## src/rtl/cfb_pkg.sv

```systemverilog
package cfb_pkg;

    localparam int OP_W     = 2;
    localparam int ITEM_W   = 32;
    localparam int SLOT_W   = 8;
    localparam int COUNT_W  = 9;
    localparam int CAP_W    = 9;
    localparam int OUT_W    = 56;

    localparam logic [OP_W-1:0] OP_ADD       = 2'd0;
    localparam logic [OP_W-1:0] OP_OVERWRITE = 2'd1;
    localparam logic [OP_W-1:0] OP_READ      = 2'd2;
    localparam logic [OP_W-1:0] OP_RESET_RD  = 2'd3;

    typedef struct packed {
        logic               accepted;
        logic               pop;
        logic [SLOT_W-1:0]  slot_index;
        logic [COUNT_W-1:0] count_after;
        logic               is_empty;
        logic               is_full;
    } res_t;

endpackage

```

## src/rtl/cfb_ctrl.sv

```systemverilog
module cfb_ctrl #(
    parameter int DEPTH = 256
) (
    input  logic                        clk,
    input  logic                        rst_n,
    input  logic                        cfg_we,
    input  logic [cfb_pkg::CAP_W-1:0]   cfg_data,
    input  logic                        req_fire,
    input  logic [cfb_pkg::OP_W-1:0]    op,
    output logic                        wr_en,
    output logic [$clog2((DEPTH < 511) ? DEPTH : 511)-1:0] wr_addr,
    output logic                        rd_en,
    output logic [$clog2((DEPTH < 511) ? DEPTH : 511)-1:0] rd_addr,
    output cfb_pkg::res_t               res
);
    import cfb_pkg::*;

    localparam int CAPMAX = (DEPTH < 511) ? DEPTH : 511;
    localparam int PW     = $clog2(CAPMAX);
    localparam logic [16:0] DEPTH_W = 17'(DEPTH);

    logic [CAP_W-1:0]   capacity_reg;
    logic [PW-1:0]      wr_ptr_reg, wr_ptr_next;
    logic [PW-1:0]      rd_ptr_reg, rd_ptr_next;
    logic [COUNT_W-1:0] count_reg, count_next;

    logic [COUNT_W-1:0] cap;
    logic               full;
    logic [PW-1:0]      wr_inc;
    logic [PW-1:0]      rd_inc;
    logic [9:0]         wr_sum;
    logic [9:0]         rd_sum;
    logic [9:0]         rewind;
    logic [9:0]         rewind_wrap;
    logic [PW-1:0]      rewind_ptr;
    logic [PW-1:0]      slot;
    logic [15:0]        slot_wide;

    always_comb
    begin
        if (capacity_reg == '0)
            cap = COUNT_W'(1);
        else if ({8'd0, capacity_reg} > DEPTH_W)
            cap = COUNT_W'(DEPTH);
        else
            cap = capacity_reg;
    end

    assign full   = (count_reg >= cap);
    assign wr_sum = 10'(wr_ptr_reg) + 10'd1;
    assign rd_sum = 10'(rd_ptr_reg) + 10'd1;
    assign wr_inc = (wr_sum >= 10'(cap)) ? '0 : PW'(wr_sum);
    assign rd_inc = (rd_sum >= 10'(cap)) ? '0 : PW'(rd_sum);

    assign rewind      = 10'(wr_ptr_reg) + 10'(cap) - 10'(count_reg);
    assign rewind_wrap = (rewind >= 10'(cap)) ? (rewind - 10'(cap)) : rewind;
    assign rewind_ptr  = PW'(rewind_wrap);

    always_comb
    begin
        wr_ptr_next  = wr_ptr_reg;
        rd_ptr_next  = rd_ptr_reg;
        count_next   = count_reg;
        wr_en        = 1'b0;
        rd_en        = 1'b0;
        res.accepted = 1'b1;
        res.pop      = 1'b0;
        slot         = wr_ptr_reg;
        case (op)
            OP_ADD:
            begin
                if (full)
                    res.accepted = 1'b0;
                else
                begin
                    wr_en       = 1'b1;
                    wr_ptr_next = wr_inc;
                    count_next  = count_reg + COUNT_W'(1);
                end
            end
            OP_OVERWRITE:
            begin
                wr_en       = 1'b1;
                wr_ptr_next = wr_inc;
                if (full)
                    rd_ptr_next = rd_inc;
                else
                    count_next = count_reg + COUNT_W'(1);
            end
            OP_READ:
            begin
                slot = rd_ptr_reg;
                if (count_reg == '0)
                    res.accepted = 1'b0;
                else
                begin
                    rd_en       = 1'b1;
                    res.pop     = 1'b1;
                    rd_ptr_next = rd_inc;
                    count_next  = count_reg - COUNT_W'(1);
                end
            end
            default:
            begin
                rd_ptr_next = rewind_ptr;
                slot        = rewind_ptr;
            end
        endcase
        wr_en           = wr_en & req_fire;
        rd_en           = rd_en & req_fire;
        slot_wide       = 16'(slot);
        res.slot_index  = slot_wide[SLOT_W-1:0];
        res.count_after = count_next;
        res.is_empty    = (count_next == '0);
        res.is_full     = (count_next == cap);
    end

    assign wr_addr         = wr_ptr_reg;
    assign rd_addr         = rd_ptr_reg;

    always_ff @(posedge clk or negedge rst_n)
    begin
        if (!rst_n)
        begin
            capacity_reg <= CAP_W'(256);
            wr_ptr_reg   <= '0;
            rd_ptr_reg   <= '0;
            count_reg    <= '0;
        end
        else if (cfg_we)
        begin
            capacity_reg <= cfg_data;
            wr_ptr_reg   <= '0;
            rd_ptr_reg   <= '0;
            count_reg    <= '0;
        end
        else if (req_fire)
        begin
            wr_ptr_reg <= wr_ptr_next;
            rd_ptr_reg <= rd_ptr_next;
            count_reg  <= count_next;
        end
    end

endmodule

```

## config.mk

```make
export PLATFORM = sky130hd
export DESIGN_NAME = cfb_ctrl
export DESIGN_NICKNAME = d
export VERILOG_FILES = /design/src/rtl/cfb_pkg.sv /design/src/rtl/cfb_ctrl.sv
export SDC_FILE = /design/constraint.sdc
export NUM_CORES = 1
export LEC_CHECK = 0
export ABC_AREA = 1
export ABC_CLOCK_PERIOD_IN_PS = 5510
export CELL_PAD_IN_SITES_DETAIL_PLACEMENT = 1
export CELL_PAD_IN_SITES_GLOBAL_PLACEMENT = 2
export CORE_UTILIZATION = 36
export DETAILED_ROUTE_END_ITERATION = 16
export DONT_BUFFER_PORTS = 1
export HOLD_SLACK_MARGIN = 0.1
export PLACE_DENSITY = 0.93
export SYNTH_ARGS = -nofsm -noshare
export SYNTH_HDL_FRONTEND = slang
export SYNTH_SLANG_ARGS = --single-unit
```

## constraint.sdc

```tcl
create_clock -name clk -period 5.51 [get_ports clk]
set_clock_uncertainty 0.2 [all_clocks]
set_input_delay 0.551 -clock clk [delete_from_list [all_inputs] [get_ports clk]]
set_output_delay 0.551 -clock clk [all_outputs]
set_load 0.05 [all_outputs]
```

==> results.sh, run 1 <==
export IMPL_status="complete, no violations"
export IMPL_overflow=0
export IMPL_wire_per_inst_um=19.3
export IMPL_routed_wl_um=17300
export IMPL_synthArstFlopShare_pct=100
export IMPL_setup_worst_path_start_class="register"
export IMPL_insertion_delay_ns=0.28
export IMPL_antenna_left=0
export IMPL_core_area_sq_mm=0.0122
export IMPL_cp_end_kind="output pin"
export IMPL_synthTopCellsByArea="dfrtp_1 18%, nand2_1 15%, ha_1 15%, inv_1 9.4%, nand3_1 6.5%"
export IMPL_slew_violations=0
export IMPL_hold_viol=0
export IMPL_max_slew_margin_pct=30.6
export IMPL_gr_usage_met3_pct=4.02
export IMPL_grt_pass1_vias=5046
export IMPL_fin_util_pct=43.9
export IMPL_grt_busiest_layer="met2"
export IMPL_clk_path_buf_depth=2
export IMPL_ys_flop_type="dfrtp_1"
export IMPL_row_count=40
export IMPL_worst_slack_ns=0.188
export IMPL_path_class="reg2out"
export IMPL_cap_violations=0
export IMPL_worst_hold_path_type="in2reg"
export IMPL_cp_data_arrival_time_ns=4.57
export IMPL_grt_util_met2_pct=46.5
export IMPL_numCtsBuffers=5
export IMPL_dieWidth_um=114
export IMPL_cts_root_buf="clkbuf_16"
export IMPL_antenna_found_initial=0
export IMPL_r2r_setup_slack_ns=1.04
export IMPL_hold_slack_ns=0.153
export IMPL_synth_area_per_cell_sq_um=6.52
export IMPL_timing_final_crit_period_ns=5.32
export IMPL_leakagePower_nw=2.79
export IMPL_finalSetupViolations=0
export IMPL_numClockSinks=34
export IMPL_track_usage_pct=27.4
export IMPL_yosysWarnings=0
export IMPL_fin_nets=805
export IMPL_netlist_top_cells_count="187 x nand2_1, 114 x inv_1, 59 x nand3_1"
export IMPL_regToRegStartpoint="capacity_reg[3]"
export IMPL_postSynthNetCount=776
export IMPL_initial_core_util_pct=37.4
export IMPL_area_delta_synth_final_pct=17.3
export IMPL_drt_iter0_drc=278
export IMPL_ys_seq_area_share_pct=18.7
export IMPL_p_per_area_mw_per_mm2=450
export IMPL_nFillCells=1585
export IMPL_synth_most_common_cell="nand2_1"
export IMPL_io_pin_count=54
export IMPL_use_met1_pct=35.8
export IMPL_ys_types=40
export IMPL_grt_start_max_net_pins=35
export IMPL_drt_pass1_iter_count=4
export IMPL_peakVddDrop_mv=0.198
export IMPL_p_total_mw=2.40
export IMPL_r2r_cells=29
export IMPL_rsz0062_at_grt="true"
export IMPL_synth_seq_cells=34
export IMPL_grt_pass1_wl_um=27200
export IMPL_antennaDiodeCount=0
export IMPL_drt_vias_per_instance=5.40
export IMPL_post_route_drc_count=0
export IMPL_period_share_pct=96.6
export IMPL_die_area_sq_mm=0.0131
export IMPL_r2r_end="rd_addr[6]"
export IMPL_cts_tree="done"
export IMPL_required_ns=4.76
export IMPL_yosysTopAreaCell="dfrtp_1"
export IMPL_vias=4833
export IMPL_max_freq_ghz=0.188
export IMPL_portBuffers=0
export IMPL_syn_area_sq_mm=0.00455
export IMPL_synth_top_cell_area_share_pct=18.2
export IMPL_worstHoldPathCells=1
export IMPL_die_h_um=114
export IMPL_fin_tns_setup_ns=0
export IMPL_path_max_fanout=7
export IMPL_drive_gt1_share_pct=13.6
export IMPL_synth_cells=697
export IMPL_place_hpwl_um=13600
export IMPL_hold_start="cfg_we"
export IMPL_gp_congestion=0.887
export IMPL_whs_endpoint="capacity_reg[8]"
export IMPL_h_tree_depth=2
export IMPL_pre_cts_ws_ns=0.0760
export IMPL_path_clk_slew_ns=0.06
export IMPL_synth_edf_count=0
export IMPL_tightest_slew_ns=1.04
==> layout by cell type, fill, tap and decap left out, types with 2 or more instances in the layout <==
cell type,netlist,routed
a21o_1,3,3
a21oi_1,24,22
a21oi_2,0,2
a22oi_1,3,3
a31oi_1,4,3
a41oi_1,2,2
buf_12,0,3
buf_4,1,29
clkbuf_16,0,5
clkinv_2,0,2
dfrtp_1,33,33
fa_1,9,8
ha_1,55,48
ha_4,0,6
inv_1,114,111
inv_2,5,8
nand2_1,187,184
nand2_2,7,8
nand2_4,1,3
nand3_1,59,56
nand3_2,1,4
nand3b_1,3,3
nand4_1,9,9
nor2_1,57,49
nor2_2,2,5
nor2_4,4,9
nor3_1,6,6
nor3_2,2,2
o2111ai_1,2,2
o211ai_1,3,3
o21a_1,2,2
o21ai_0,31,26
o21ai_1,3,6
o21ai_2,5,7
o22ai_1,17,17
xnor2_1,7,7
xor2_1,20,19
==> final cells by class <==
type,count,area (sq um),area share (%)
Multi-Input combinational cell,533,3400,63.7
Inverter,119,447,8.37
Tap cell,168,210,3.94
Clock buffer,6,129,2.42
Clock inverter,2,10.0,0.188
Timing Repair Buffer,33,288,5.40
Sequential cell,34,852,16.0
==> logic make-up after synthesis <==
family                     share of synthesized area, %
buffers and inverters                              11.3
and+or+nand+nor                                    32.3
adders and majority gates                          19.1
AOI/OAI and AO/OA                                  13.3
DFF                                                18.7
xor gates and xnor gates                           5.20
==> how the worst max path moves through the flow <==
stage / end / start / depth (start not counted)
CTS: res[13] / capacity_reg[1] / 28
finish: res[13] / capacity_reg[3] / 27
global placement: res[13] / capacity_reg[8] / 25
floorplan: res[18] / capacity_reg[1] / 27
global route: res[18] / capacity_reg[2] / 27
detailed placement: res[13] / capacity_reg[8] / 25
==> per-stage QoR <==
stage	instance area, sq um	instances
3_3_place_gp	4930	882
2_1_floorplan	4550	697
5_1_grt	5330	895
4_1_cts	5140	892
6_report	5330	895
3_5_place_dp	4930	882
==> worst max-delay path, cell delays in order, from the launching register on <==
cell and delay [ns]:
dfrtp_1 0.37, inv_1 0.14, nand3_2 0.11, nor2_4 0.15, nor2_4 0.09, nor2_4 0.13
inv_2 0.06, fa_1 0.53, inv_1 0.08, ha_4 0.27, a21o_1 0.20, a31oi_2 0.18
xor2_1 0.19, inv_2 0.08, ha_4 0.23, a21o_1 0.19, nand2_1 0.08, nand3_2 0.09
nand2_1 0.07, nand3b_1 0.09, nand2_1 0.09, nand2_2 0.07, nand2_4 0.13, nand2_8 0.08
nand2_1 0.08, o21ai_2 0.08, a22oi_1 0.19, buf_4 0.23
==> timing repair <==
| action | 4_1_cts | 5_1_grt |
|---|---|---|
| hold endpoints to repair | 34 | 0 |
| gates cloned | 0 | 1 |
| gates resized for setup | 9 | 33 |
| setup buffers | 0 | 2 |
| setup endpoints to repair | 8 | 8 |
| hold buffers | 2 | 0 |
| pin swaps | 1 | 14 |
==> power by group <==
group | internal [mW] | total, mW | switching [mW]
registers | 0.277 | 0.363 | 0.0863
logic | 0.607 | 1.76 | 1.15
clock network | 0.166 | 0.278 | 0.112
total | 1.05 | 2.40 | 1.35
==> metal layers <==
layer  share of wire [%]  vias to the layer above
met3                 6.0                       22
met4                 1.8                        0
met5                   0                        -
met1                  43                     2369
met2                  49                      117
li1                    -                     2325
(Power assumes the default switching activity.)
==> run 2, diff against run 1 <==
--- a/config.mk
+++ b/config.mk
@@ -7,7 +7,7 @@
 export LEC_CHECK = 0
 export ABC_AREA = 1
 export ABC_CLOCK_PERIOD_IN_PS = 5510
-export CELL_PAD_IN_SITES_DETAIL_PLACEMENT = 1
+export CELL_PAD_IN_SITES_DETAIL_PLACEMENT = 2
 export CELL_PAD_IN_SITES_GLOBAL_PLACEMENT = 2
 export CORE_UTILIZATION = 36
 export DETAILED_ROUTE_END_ITERATION = 16
==> results.sh, run 2 (synthesized netlist as in run 1, its figures left out) <==
export IMPL_r2r_setup_slack_ns=0.25
export IMPL_vias=6369
export IMPL_p_per_area_mw_per_mm2=588
export IMPL_grt_start_max_net_pins=35
export IMPL_insertion_delay_ns=0.31
export IMPL_cts_tree="done"
export IMPL_area_delta_synth_final_pct=28.0
export IMPL_max_freq_ghz=0.170
export IMPL_numClockSinks=34
export IMPL_initial_core_util_pct=37.4
export IMPL_path_clk_slew_ns=0.06
export IMPL_track_usage_pct=47.0
export IMPL_row_count=40
export IMPL_worstHoldPathCells=1
export IMPL_tightest_slew_ns=1.06
export IMPL_status="finished, violations left"
export IMPL_grt_pass1_vias=6657
export IMPL_final_seq_area_sq_um=852
export IMPL_period_share_pct=107
export IMPL_grt_pass1_wl_um=44000
export IMPL_final_cell_mix="173 x nand2_1, 96 x inv_1, 53 x buf_4"
export IMPL_place_hpwl_um=17900
export IMPL_worst_hold_path_type="in2reg"
export IMPL_leakagePower_nw=2.97
export IMPL_rsz0062_at_grt="true"
export IMPL_path_max_fanout=7
export IMPL_wire_per_inst_um=37.0
export IMPL_gp_congestion=0.887
export IMPL_violations="setup timing"
export IMPL_io_pin_count=54
export IMPL_slew_violations=0
export IMPL_cp_data_arrival_time_ns=5.14
export IMPL_cpPeakStageDelay_ns=0.45
export IMPL_crit_slowest_cell="fa_1"
export IMPL_cap_violations=0
export IMPL_crit_buf_inv=5
export IMPL_r2r_end="rd_addr[4]"
export IMPL_place_area_sq_mm=0.00493
export IMPL_overflow=0
export IMPL_worst_slack_ns=-0.381
export IMPL_drt_vias_per_instance=6.89
export IMPL_fin_nets=834
export IMPL_max_slew_margin_pct=29.3
export IMPL_path_class="reg2out"
export IMPL_final_area_sq_mm=0.00582
export IMPL_whs_endpoint="capacity_reg[8]"
export IMPL_antenna_left=0
export IMPL_hold_viol=0
export IMPL_drt_iter0_drc=762
export IMPL_portBuffers=0
export IMPL_setup_worst_path_start_class="register"
export IMPL_drt_pass1_iter_count=5
export IMPL_r2r_cells=27
export IMPL_die_h_um=114
export IMPL_hold_slack_ns=0.157
export IMPL_post_route_drc_count=0
export IMPL_antenna_found_initial=1
export IMPL_core_area_sq_mm=0.0122
export IMPL_drive_gt1_share_pct=22.6
export IMPL_antennaDiodeCount=0
export IMPL_nFillCells=1411
export IMPL_hold_start="cfg_we"
export IMPL_multi_input_area_sq_mm=0.00359
export IMPL_path_delay_family="simple AND/OR/NAND/NOR gates"
export IMPL_finalSetupViolations=9
export IMPL_fin_tns_setup_ns=-2.58
export IMPL_timing_final_crit_period_ns=5.89
export IMPL_cts_root_buf="clkbuf_16"
export IMPL_cp_end_kind="output pin"
export IMPL_h_tree_depth=2
export IMPL_layout_commonest_cell="nand2_1"
export IMPL_die_area_sq_mm=0.0131
export IMPL_routed_wl_um=34200
export IMPL_required_ns=4.76
export IMPL_peakVddDrop_mv=0.167
export IMPL_dieWidth_um=114
export IMPL_clk_path_buf_depth=2
export IMPL_numCtsBuffers=5
export IMPL_regToRegStartpoint="capacity_reg[6]"
## run 2: where the power goes
group	switching, mW	internal, mW
sequential	0.102	0.276
clock	0.153	0.261
combinational	1.79	0.837
total	2.05	1.37
## run 2: per-layer routing
metal	vias to the layer above	GRT usage, %	share of wire (%)
met3	291	14.5	12
li1	2384	-	-
met5	-	0.784	0
met4	0	35.4	10
met1	3094	52.9	35
met2	600	74.5	43
## run 2: area by class of cell
class                           instances  area share [%]
Clock inverter                          3            1.18
Clock buffer                            5            2.15
Sequential cell                        34            14.6
Timing Repair Buffer                   62            9.01
Multi-Input combinational cell        533            61.6
Inverter                              119            7.78
Tap cell                              168            3.61
## run 2: timing repair
action	in CTS	in global routing
setup buffers	10	21
hold buffers	2	0
resized for setup	58	46
gates cloned	1	0
hold endpoints to repair	34	0
pin swaps	18	35
endpoints found under the setup margin	11	9
## run 2: worst max path at each step
stage | endpoint | cells past startpoint | from
floorplan | res[18] | 27 | capacity_reg[1]
global placement | res[13] | 25 | capacity_reg[8]
detailed placement | res[18] | 25 | capacity_reg[8]
CTS | res[18] | 27 | capacity_reg[4]
global route | res[15] | 24 | capacity_reg[6]
finish | res[15] | 27 | capacity_reg[6]
## run 2: per-stage QoR
| stage | power (mW) | setup slack (ns) | util (%) | std cells |
|---|---|---|---|---|
| after global placement | 1.85 | 0.257 | 40.6 | 882 |
| after global routing | 3.45 | -0.533 | 47.9 | 924 |
| after floorplan | 1.50 | 0.139 | - | 697 |
| after detailed placement | 2.03 | -0.248 | 40.6 | 882 |
| final | 3.42 | -0.381 | 47.9 | 924 |
| after CTS | 2.77 | 0.00290 | 45.1 | 903 |
