<file path="config.mk">
export PLATFORM = sky130hd
export DESIGN_NAME = cfb_out
export DESIGN_NICKNAME = d
export VERILOG_FILES = /design/src/rtl/cfb_pkg.sv /design/src/rtl/cfb_out.sv
export SDC_FILE = /design/constraint.sdc
export NUM_CORES = 1
export LEC_CHECK = 0
export BUFFER_PORTS_ARGS = -buffer_cell sky130_fd_sc_hd__clkbuf_2
export CAP_MARGIN = 20
export CORE_UTILIZATION = 45
export CTS_CLUSTER_DIAMETER = 120
export CTS_CLUSTER_SIZE = 24
export DETAILED_ROUTE_END_ITERATION = 12
export GPL_ROUTABILITY_DRIVEN = 1
export PLACE_DENSITY = 0.79
export SLEW_MARGIN = 15
export SYNTH_ARGS = -nofsm -noshare
export SYNTH_HDL_FRONTEND = slang
export SYNTH_SLANG_ARGS = --single-unit
</file>
<file path="constraint.sdc">
create_clock -name clk -period 6 [get_ports clk]
set_input_delay 0.3 -clock clk [delete_from_list [all_inputs] [get_ports clk]]
set_output_delay 0.3 -clock clk [all_outputs]
set_load 0.02 [all_outputs]
</file>
<file path="src/rtl/cfb_pkg.sv">
package cfb_pkg;

    localparam int OP_W     = 2;
    localparam int ITEM_W   = 32;
    localparam int SLOT_W   = 8;
    localparam int COUNT_W  = 9;
    localparam int CAP_W    = 9;
    localparam int OUT_W    = 56;

    localparam logic [OP_W-1:0] OP_ADD       = 2'd0;
    localparam logic [OP_W-1:0] OP_OVERWRITE = 2'd1;
    localparam logic [OP_W-1:0] OP_READ      = 2'd2;
    localparam logic [OP_W-1:0] OP_RESET_RD  = 2'd3;

    typedef struct packed {
        logic               accepted;
        logic               pop;
        logic [SLOT_W-1:0]  slot_index;
        logic [COUNT_W-1:0] count_after;
        logic               is_empty;
        logic               is_full;
    } res_t;

endpackage

</file>
<file path="src/rtl/cfb_out.sv">
module cfb_out (
    input  logic                        clk,
    input  logic                        rst_n,
    input  logic                        load,
    input  cfb_pkg::res_t               res,
    input  logic [cfb_pkg::ITEM_W-1:0]  mem_data,
    output logic                        in_ready,
    output logic                        m_tvalid,
    input  logic                        m_tready,
    output logic [cfb_pkg::OUT_W-1:0]   m_tdata
);
    import cfb_pkg::*;

    logic              main_valid_reg;
    res_t              main_res_reg;
    logic              skid_valid_reg;
    res_t              skid_res_reg;
    logic [ITEM_W-1:0] skid_data_reg;

    logic [ITEM_W-1:0] main_data;
    logic              m_fire;
    res_t              sel_res;
    logic [ITEM_W-1:0] sel_data;

    assign main_data = main_res_reg.pop ? mem_data : '0;
    assign m_fire    = m_tvalid & m_tready;
    assign in_ready  = !skid_valid_reg;
    assign m_tvalid  = skid_valid_reg | main_valid_reg;
    assign sel_res   = skid_valid_reg ? skid_res_reg : main_res_reg;
    assign sel_data  = skid_valid_reg ? skid_data_reg : main_data;

    assign m_tdata = {4'd0, sel_res.is_full, sel_res.is_empty, sel_res.count_after,
                      sel_res.slot_index, sel_data, sel_res.accepted};

    always_ff @(posedge clk or negedge rst_n)
    begin
        if (!rst_n)
        begin
            main_valid_reg <= 1'b0;
            skid_valid_reg <= 1'b0;
        end
        else if (skid_valid_reg)
        begin
            if (m_fire)
                skid_valid_reg <= 1'b0;
        end
        else
        begin
            if (load && main_valid_reg && !m_fire)
                skid_valid_reg <= 1'b1;
            if (load)
                main_valid_reg <= 1'b1;
            else if (m_fire)
                main_valid_reg <= 1'b0;
        end
    end

    // park the stalled result before the new one lands
    always_ff @(posedge clk)
    begin
        if (!skid_valid_reg && load && main_valid_reg && !m_fire)
        begin
            skid_res_reg  <= main_res_reg;
            skid_data_reg <= main_data;
        end
        if (load)
            main_res_reg <= res;
    end

endmodule

</file>
==> flow_summary_export.csv, run 1 <==
group,metric,value,unit
yosys,synth_compound_area_share,0.4168,%
yosys,yosysTopAreaCell,"edfxtp_1",
sta,rsz0062_at_grt,"no",
clock_tree,cts.repair.resized,0,
sta,fin_skew,0.006723,ns
grt,grt_pass1_vias,1671,
layout,regArea,2242,um^2
power,leakagePower,1.764,nW
yosys,synth-simple-area-share,6.859,%
die,fp.dieW,87.66,um
placed_design,io_buffers,110,
setup_path,worstSetupPathType,"flop to primary output",
clock_tree,cts_tree,"done",
sta,setup_viol,0,
grt,grt_max_degree,53,
layout,area_growth,24.86,%
placed_design,place_ws,3.679,ns
outcome,status,"completed",
grt,grt_overflow,0,
die,die_y,87.66,um
drt,initialDrtViolationCount,45,
die,core_area,6944,um^2
clock_tree,clkTransAtPathRegs,0.07,ns
clock_tree,cts_inserted_buffers,9,
sta,min_period,2.134,ns
yosys,synth_top_family_by_area,"multiplexers",
yosys,synthTopCellsByCount,"edfxtp_1, and2_1, mux2_4, mux2_2, buf_4",
drt,post-route-drc-count,0,
yosys,synth_area_leaders,"edfxtp_1, mux2_4, mux2_2",
sta,fin_crit_sh,35.57,%
sta,worst_pin_slew,0.7407,ns
yosys,async_flop_share,2.667,%
clock_tree,cts.path.max_buffers,2,
placed_design,finalWeightedCongestion,0.6446,
drt,vias,1791,
yosys,syn_area,3302,um^2
layout,multi_input_area,960.9,um^2
clock_tree,ctsHtreeMaxLevel,3,
layout,drive_gt1_share,60.20,%
clock_tree,clk_latency,0.33,ns
yosys,synth_xor_area_share,0,%
yosys,synth_edf_count,73,
clock_tree,cts_sinks,75,
yosys,synth_fa_ha_area_share,0,%
setup_path,cp-end-kind,"primary output",
placed_design,hpwl,3667,um
layout,stdcell_area,4123,um^2
drt,drtAntennaViolNets,0,
yosys,synth_ff_type,"edfxtp_1",
yosys,synth_cells,180,
grt,track_usage,13.69,%
clock_tree,ctsRootBufferMaster,"clkbuf_8",
grt,grt_first_pass_wirelength,7721,um
sta,setup_ws,3.866,ns
setup_path,crit_required,5.70,ns
sta,hold_viol_final,0,
yosys,synth_seq_cells,75,
yosys,ys.warnings.count,0,
job,drv_cap,0,
power,p_per_area,301.9,nW/um^2
yosys,synth.distinct_cells,17,
power,irDropWorstVdd,166.5,uV
setup_path,worstPathMaxFanout,34,
setup_path,timing.critical_path.arrival,1.83,ns
layout,largest_register_ffs,32,
sta,drv_slew,0,
grt,antenna_found_initial,0,
yosys,synthMostInstantiatedCell,"edfxtp_1",
layout,antenna_cells,0,
sta,fin_tns_setup,0,ns
yosys,avgSynthCellArea,18.34,um^2
layout,nets,351,
drt,firstDrtPassIters,4,
die,initial_core_util,47.55,%
die,ioPinCount,115,
drt,wire_per_inst,13.25,um
die,rows,30,
die,die-area,7684,um^2
placed_design,post_dp_cell_area,3890,um^2
min_path,hp-class,"input port to flop",
yosys,yosys-mux-area-fraction,20.92,%
sta,worst_slew_margin_rel,50.62,%
sta,fmax,0.4685,GHz
drt,routed_wl,5234,um
drt,viasPerCell,4.534,
yosys,synthDominantCellAreaShare,66.39,%
setup_path,start_kind,"flop",
yosys,seq_area_frac_synth,67.90,%
layout,fillerInstances,557,
[critical path: stages, from the launching register on]
cell and delay, ns:
dfrtp_1 0.56, inv_6 0.39, mux2_2 0.39, clkbuf_2 0.15
[kinds of logic after synthesis]
logic type,after synthesis
flip-flops,75
multiplexers,52
AND/OR/NAND/NOR,36
buffers and inverters,14
AO/OA/AOI/OAI,2
other,1
[final timing paths]
| check | startpoint | to | slack [ns] | depth (start not counted) |
|---|---|---|---|---|
| hold / removal | res[15] | main_res_reg[15] | 0.14 | 1 |
| setup reg to reg | skid_valid_reg | skid_res_reg[11] | 4.14 | 2 |
| max in group asynchronous | rst_n | main_valid_reg | 5.60 | 2 |
| hold reg to reg | main_res_reg[13] | skid_res_reg[13] | 0.44 | 0 |
| setup / recovery | skid_valid_reg | m_tdata[31] | 3.87 | 3 |
| min in group asynchronous | rst_n | skid_valid_reg | 0.30 | 2 |
[cell usage in the layout, fill, tap and decap left out, drive strengths merged]
cell,n
clkbuf,120
edfxtp,73
mux2,52
and2,32
conb,4
clkinv,3
bufinv,2
dfrtp,2
buf,2
inv,1
or2,1
nor4bb,1
a21oi,1
nor2,1
nand2b,1
a22o,1
clkinvlp,1
dlygate4sd3,1
[cell type report]
class                      instances  area share, %
multi-input combinational         94          23.31
tap                               96          2.914
clock inverter                     6          1.942
sequential                        75          54.39
timing repair buffer             113          14.14
inverter                           1         0.2124
clock buffer                      10          3.096
[report_power, final]
part	switching [mW]	internal [mW]
Sequential	0.0161	0.612
Combinational	0.117	0.101
Clock	0.168	0.231
Total	0.301	0.943
[metal layers]
metal | global-route usage (%) | up-vias | wire, um
li1 | - | 885 | -
met3 | 3.205 | 8 | 281
met1 | 18.05 | 811 | 2458
met2 | 21.24 | 87 | 2417
met4 | 7.154 | 0 | 76
met5 | 0 | - | 0
[what timing repair did]
item / 4_1_cts / 5_1_grt
endpoints found under the setup margin: 0 / 0
setup buffers: 0 / 0
endpoints found under the hold margin: 2 / 0
hold buffers: 1 / 0
[per-stage QoR]
stage          util [%]  std cells  hold WS (ns)  total power [mW]
3_3_place_gp      56.02        377       0.09228            0.8530
6_report          59.37        395        0.1437             1.245
4_1_cts           59.15        394        0.1239             1.261
5_1_grt           59.37        395        0.1203             1.296
2_1_floorplan         -        183      0.004409            0.7963
3_5_place_dp      56.02        377       0.09557            0.8586
Power figures use the tool's default switching activity.
==> inputs of run 2 (changes only) <==
- ABC_AREA: unset -> 1
- CORE_UTILIZATION: 45 -> 50
- PLACE_DENSITY: 0.79 -> 0.83
- clock period: 6 -> 2.2 ns (I/O delays scaled with it)
==> flow_summary_export.csv, run 2 <==
group,metric,value,unit
outcome,status,"completed",
yosys,synth_cells,298,
setup_path,reg2reg_depth,4,
yosys,yosysTopAreaCell,"edfxtp_1",
die,ioPinCount,115,
setup_path,reg2reg_from,"skid_valid_reg",
layout,nets,488,
clock_tree,cts_sinks,75,
drt,drtAntennaViolNets,0,
setup_path,cp-end-kind,"primary output",
setup_path,ff2ff_setup_slack,0.84,ns
grt,grt_max_degree,48,
clock_tree,cts.repair.resized,0,
yosys,synthDominantCellAreaShare,67.02,%
sta,fin_tns_setup,0,ns
sta,hold_viol_final,0,
layout,drive_gt1_share,35.32,%
sta,worst_pin_slew,0.5340,ns
grt,grt_pass1_vias,2311,
yosys,avgSynthCellArea,10.98,um^2
setup_path,worstPathMaxFanout,47,
clock_tree,ctsHtreeMaxLevel,3,
min_path,hp-class,"input port to flop",
yosys,synth_edf_count,73,
yosys,synthMostInstantiatedCell,"nand2_1",
layout,layout_commonest_cell,"nand2_1",
yosys,synth_fa_ha_area_share,0,%
layout,antenna_cells,0,
die,die_y,82.88,um
clock_tree,ctsRootBufferMaster,"clkbuf_8",
yosys,synth_ff_type,"edfxtp_1",
setup_path,crit_required,2.09,ns
clock_tree,cts_inserted_buffers,9,
sta,rsz0062_at_grt,"no",
die,rows,29,
layout,fillerInstances,492,
sta,worst_slew_margin_rel,64.40,%
grt,antenna_found_initial,0,
layout,multi_input_area,742.0,um^2
sta,setup_ws,0.4533,ns
clock_tree,cts.path.max_buffers,2,
yosys,yosys-mux-area-fraction,0,%
yosys,synth_xor_area_share,0,%
clock_tree,cts_tree,"done",
setup_path,start_kind,"flop",
grt,grt_first_pass_wirelength,10510,um
yosys,synth_compound_area_share,6.044,%
power,p_per_area,886.2,nW/um^2
yosys,synth-simple-area-share,16.18,%
drt,initialDrtViolationCount,120,
sta,fmax,0.5725,GHz
yosys,synth_area_leaders,"edfxtp_1, nand2_1, inv_1",
layout,largest_register_ffs,32,
yosys,async_flop_share,2.667,%
yosys,synth.distinct_cells,17,
drt,routed_wl,6354,um
yosys,synth_seq_cells,75,
die,die-area,6869,um^2
die,core_area,6350,um^2
yosys,syn_area,3271,um^2
power,leakagePower,2.082,nW
drt,wire_per_inst,12.39,um
sta,drv_slew,0,
grt,grt_overflow,0,
placed_design,place_ws,0.8138,ns
layout,regArea,2243,um^2
drt,vias,2419,
job,drv_cap,0,
setup_path,startpoint,"skid_valid_reg",
drt,viasPerCell,4.715,
drt,firstDrtPassIters,4,
setup_path,reg2reg_to,"skid_data_reg[21]",
sta,fin_crit_sh,79.40,%
power,irDropWorstVdd,670.1,uV
sta,min_period,1.747,ns
grt,track_usage,19.74,%
yosys,synthTopCellsByCount,"nand2_1, edfxtp_1, inv_1, o21ai_1",
setup_path,worstSetupPathType,"flop to primary output",
placed_design,hpwl,4162,um
clock_tree,clkTransAtPathRegs,0.08,ns
setup_path,crit_end,"m_tdata[31]",
die,initial_core_util,51.51,%
placed_design,io_buffers,110,
die,fp.dieW,82.88,um
yosys,seq_area_frac_synth,68.55,%
sta,setup_viol,0,
layout,area_growth,30.80,%
yosys,synth_top_family_by_area,"simple AND/OR/NAND/NOR gates",
layout,layout_common_cells,"nand2_1, clkbuf_2, edfxtp_1, inv_1, dlygate4sd3_1",
yosys,ys.warnings.count,0,
sta,fin_skew,0.005203,ns
placed_design,finalWeightedCongestion,0.7053,
clock_tree,clk_latency,0.34,ns
setup_path,timing.critical_path.arrival,1.64,ns
drt,post-route-drc-count,0,
## run 2: how the worst min path moves through the flow
stage	start	endpoint	cells past startpoint
floorplan	rst_n	main_valid_reg	0
global placement	rst_n	main_valid_reg	1
detailed placement	rst_n	main_valid_reg	1
CTS	mem_data[25]	skid_data_reg[25]	3
global route	mem_data[25]	skid_data_reg[25]	3
finish	mem_data[25]	skid_data_reg[25]	3
## run 2: logic make-up after synthesis
| kind of cell | Yosys count |
|---|---|
| and+or+nand+nor | 134 |
| DFF | 75 |
| buffers and inverters | 56 |
| AOI/OAI and AO/OA | 32 |
| other | 1 |
## run 2: repair_timing
item                                   in CTS  in global routing
endpoints found under the hold margin      23                  0
hold buffers                               22                  0
setup buffers                               0                  0
## run 2: worst max-delay path: stages (launching register included)
cell and delay [ns]:
dfrtp_2 0.42, buf_4 0.47, nand2_1 0.10, o21ai_1 0.10
clkbuf_2 0.19
## run 2: power by group
group          internal [mW]  leakage (nW)  switching, mW
clock                  0.755         0.113          0.500
combinational          0.262          1.26          0.548
sequential              1.69         0.711         0.0392
## run 2: area by class of cell
type / count / area share [%]
Clock inverter: 6 / 2.662
Timing Repair Buffer: 138 / 19.07
Clock buffer: 10 / 2.983
Sequential cell: 75 / 52.44
Inverter: 37 / 3.247
Tap cell: 77 / 2.252
Multi-Input combinational cell: 170 / 17.34
## run 2: through the flow
step / utilization, % / area [um^2] / std cells / power, mW / hold slack (ns)
after floorplan: - / 3282 / 301 / 2.306 / -0.1856
after global placement: 60.10 / 3816 / 475 / 2.517 / -0.09041
after detailed placement: 60.10 / 3816 / 475 / 2.537 / -0.09320
after CTS: 67.37 / 4278 / 513 / 3.817 / 0.01944
after global routing: 67.37 / 4278 / 513 / 3.970 / 0.03275
final: 67.37 / 4278 / 513 / 3.791 / 0.04383
## run 2: per-layer routing
| metal | global-route usage (%) | vias to the layer above | share of wire (%) |
|---|---|---|---|
| met3 | 6.660 | 6 | 5.5 |
| met5 | 0 | - | 0 |
| met4 | 5.956 | 0 | 0.71 |
| met2 | 32.49 | 100 | 49 |
| met1 | 24.85 | 1095 | 44 |
| li1 | - | 1218 | - |
==> inputs of run 3 (changes only) <==
- CORE_UTILIZATION: 50 -> 45
- PLACE_DENSITY: 0.83 -> 0.79
- clock period: 2.2 -> 1.45 ns (I/O delays scaled with it)
==> flow_summary_export.csv, run 3 (same netlist as run 2, synthesis figures left out) <==
group,metric,value,unit
sta,holdWs,0.01997,ns
layout,drive_gt1_share,41.63,%
placed_design,post_dp_cell_area,3929,um^2
grt,grt_first_pass_wirelength,10860,um
drt,viasPerCell,4.597,
grt,grt_pass1_vias,2406,
sta,setup_viol,6,
drt,drtAntennaViolNets,0,
clock_tree,cts_tree,"done",
sta,hold_viol_final,0,
die,ioPinCount,115,
layout,layout_commonest_cell,"nand2_1",
die,die-area,7613,um^2
grt,grt_overflow,0,
layout,fillerInstances,509,
sta,fin_skew,0.01165,ns
layout,regArea,2243,um^2
die,rows,30,
die,initial_core_util,47.36,%
outcome,status,"finished with violations",
power,leakagePower,2.237,nW
setup_path,timing.critical_path.arrival,1.40,ns
sta,drv_slew,0,
min_path,hp-class,"input port to flop",
power,irDropWorstVdd,726.2,uV
outcome,failed_checks,"setup timing",
die,fp.dieW,87.26,um
layout,nets,495,
drt,vias,2473,
die,core_area,6907,um^2
drt,post-route-drc-count,0,
sta,fin_tns_setup,-0.08988,ns
clock_tree,cts_sinks,75,
setup_path,start_kind,"flop",
layout,layout_common_cells,"nand2_1, edfxtp_1, clkbuf_2, inv_1, clkbuf_8",
layout,stdcell_area,4782,um^2
setup_path,worstPathMaxFanout,18,
die,die_y,87.26,um
sta,setup_ws,-0.02161,ns
setup_path,cp-end-kind,"primary output",
placed_design,hpwl,4258,um
layout,multi_input_area,842.1,um^2
setup_path,crit_required,1.38,ns
clock_tree,cts.path.max_buffers,2,
job,drv_cap,0,
layout,fin_cells,538,
layout,largest_register_ffs,32,
grt,grt_max_degree,33,
power,p_per_area,1185,nW/um^2
drt,firstDrtPassIters,4,
clock_tree,ctsHtreeMaxLevel,3,
placed_design,dp.cells,497,
drt,wire_per_inst,12.92,um
clock_tree,ctsRootBufferMaster,"clkbuf_8",
clock_tree,cts_inserted_buffers,9,
grt,antenna_found_initial,0,
clock_tree,clkTransAtPathRegs,0.08,ns
drt,routed_wl,6953,um
setup_path,worstSetupPathType,"flop to primary output",
grt,grt-busiest-layer,"met2",
sta,rsz0062_at_grt,"yes",
layout,antenna_cells,0,
grt,grtUsageMet3,3.697,%
clock_tree,clk_latency,0.34,ns
placed_design,finalWeightedCongestion,0.7409,
sta,fmax,0.6795,GHz
sta,fin_crit_sh,101.5,%
layout,area_growth,46.21,%
placed_design,io_buffers,110,
grt,met1_usage,24.11,%
grt,track_usage,19.11,%
grt,met2_usage,32.88,%
sta,min_period,1.472,ns
drt,initialDrtViolationCount,121,
-- run 3: metal layers --
layer,up-vias,part of all wire (%)
met5,-,0
met4,0,0.82
met3,6,6.7
met2,105,50
met1,1118,42
li1,1244,-
-- run 3: path summary, 6_finish.rpt --
| check | from | to | cells past startpoint | slack [ns] |
|---|---|---|---|---|
| worst max-delay path | skid_valid_reg | m_tdata[24] | 4 | -0.02 |
| worst min-delay path | mem_data[18] | skid_data_reg[18] | 3 | 0.02 |
| worst max register to register | skid_valid_reg | skid_data_reg[14] | 5 | 0.04 |
| worst min register to register | main_res_reg[16] | skid_res_reg[16] | 0 | 0.45 |
| max in group asynchronous | rst_n | skid_valid_reg | 2 | 1.26 |
| min in group asynchronous | rst_n | skid_valid_reg | 2 | 0.06 |
-- run 3: critical path, cell delays in order, from the launching register on --
cell      delay [ns]
dfrtp_2         0.42
buf_12          0.16
buf_16          0.16
o21ai_2         0.15
clkbuf_8        0.16
-- run 3: repair_timing --
action | in CTS | in global routing
hold buffers | 22 | 0
setup endpoints to repair | 54 | 49
setup buffers | 2 | 0
gates cloned | 2 | 0
endpoints found under the hold margin | 23 | 0
gates resized for setup | 76 | 60
pin swaps | 11 | 2
-- run 3: layout make-up --
class                   count  share of cell area [%]
clock buffers              10                   2.669
clock inverters             5                  0.6541
inverters                  37                   3.140
multi-input cells         170                   17.61
flip-flops and latches     75                   46.91
well taps                  96                   2.512
repair buffers            145                   26.50
-- run 3: metrics by stage --
step,power (mW),worst slack (ns),util (%)
floorplan,3.500,-0.3949,-
global placement,3.894,0.1578,56.88
detailed placement,3.922,0.1401,56.88
CTS,5.582,-0.03574,67.59
global route,5.927,-0.06280,69.24
finish,5.667,-0.02161,69.24
-- run 3: report_power, final --
group / leakage (nW) / total, mW / internal (mW) / switching [mW]
Clock: 0.0835 / 1.33 / 0.606 / 0.721
Sequential: 0.711 / 2.62 / 2.56 / 0.0578
Combinational: 1.44 / 1.72 / 0.771 / 0.951
Total: 2.24 / 5.67 / 3.94 / 1.73
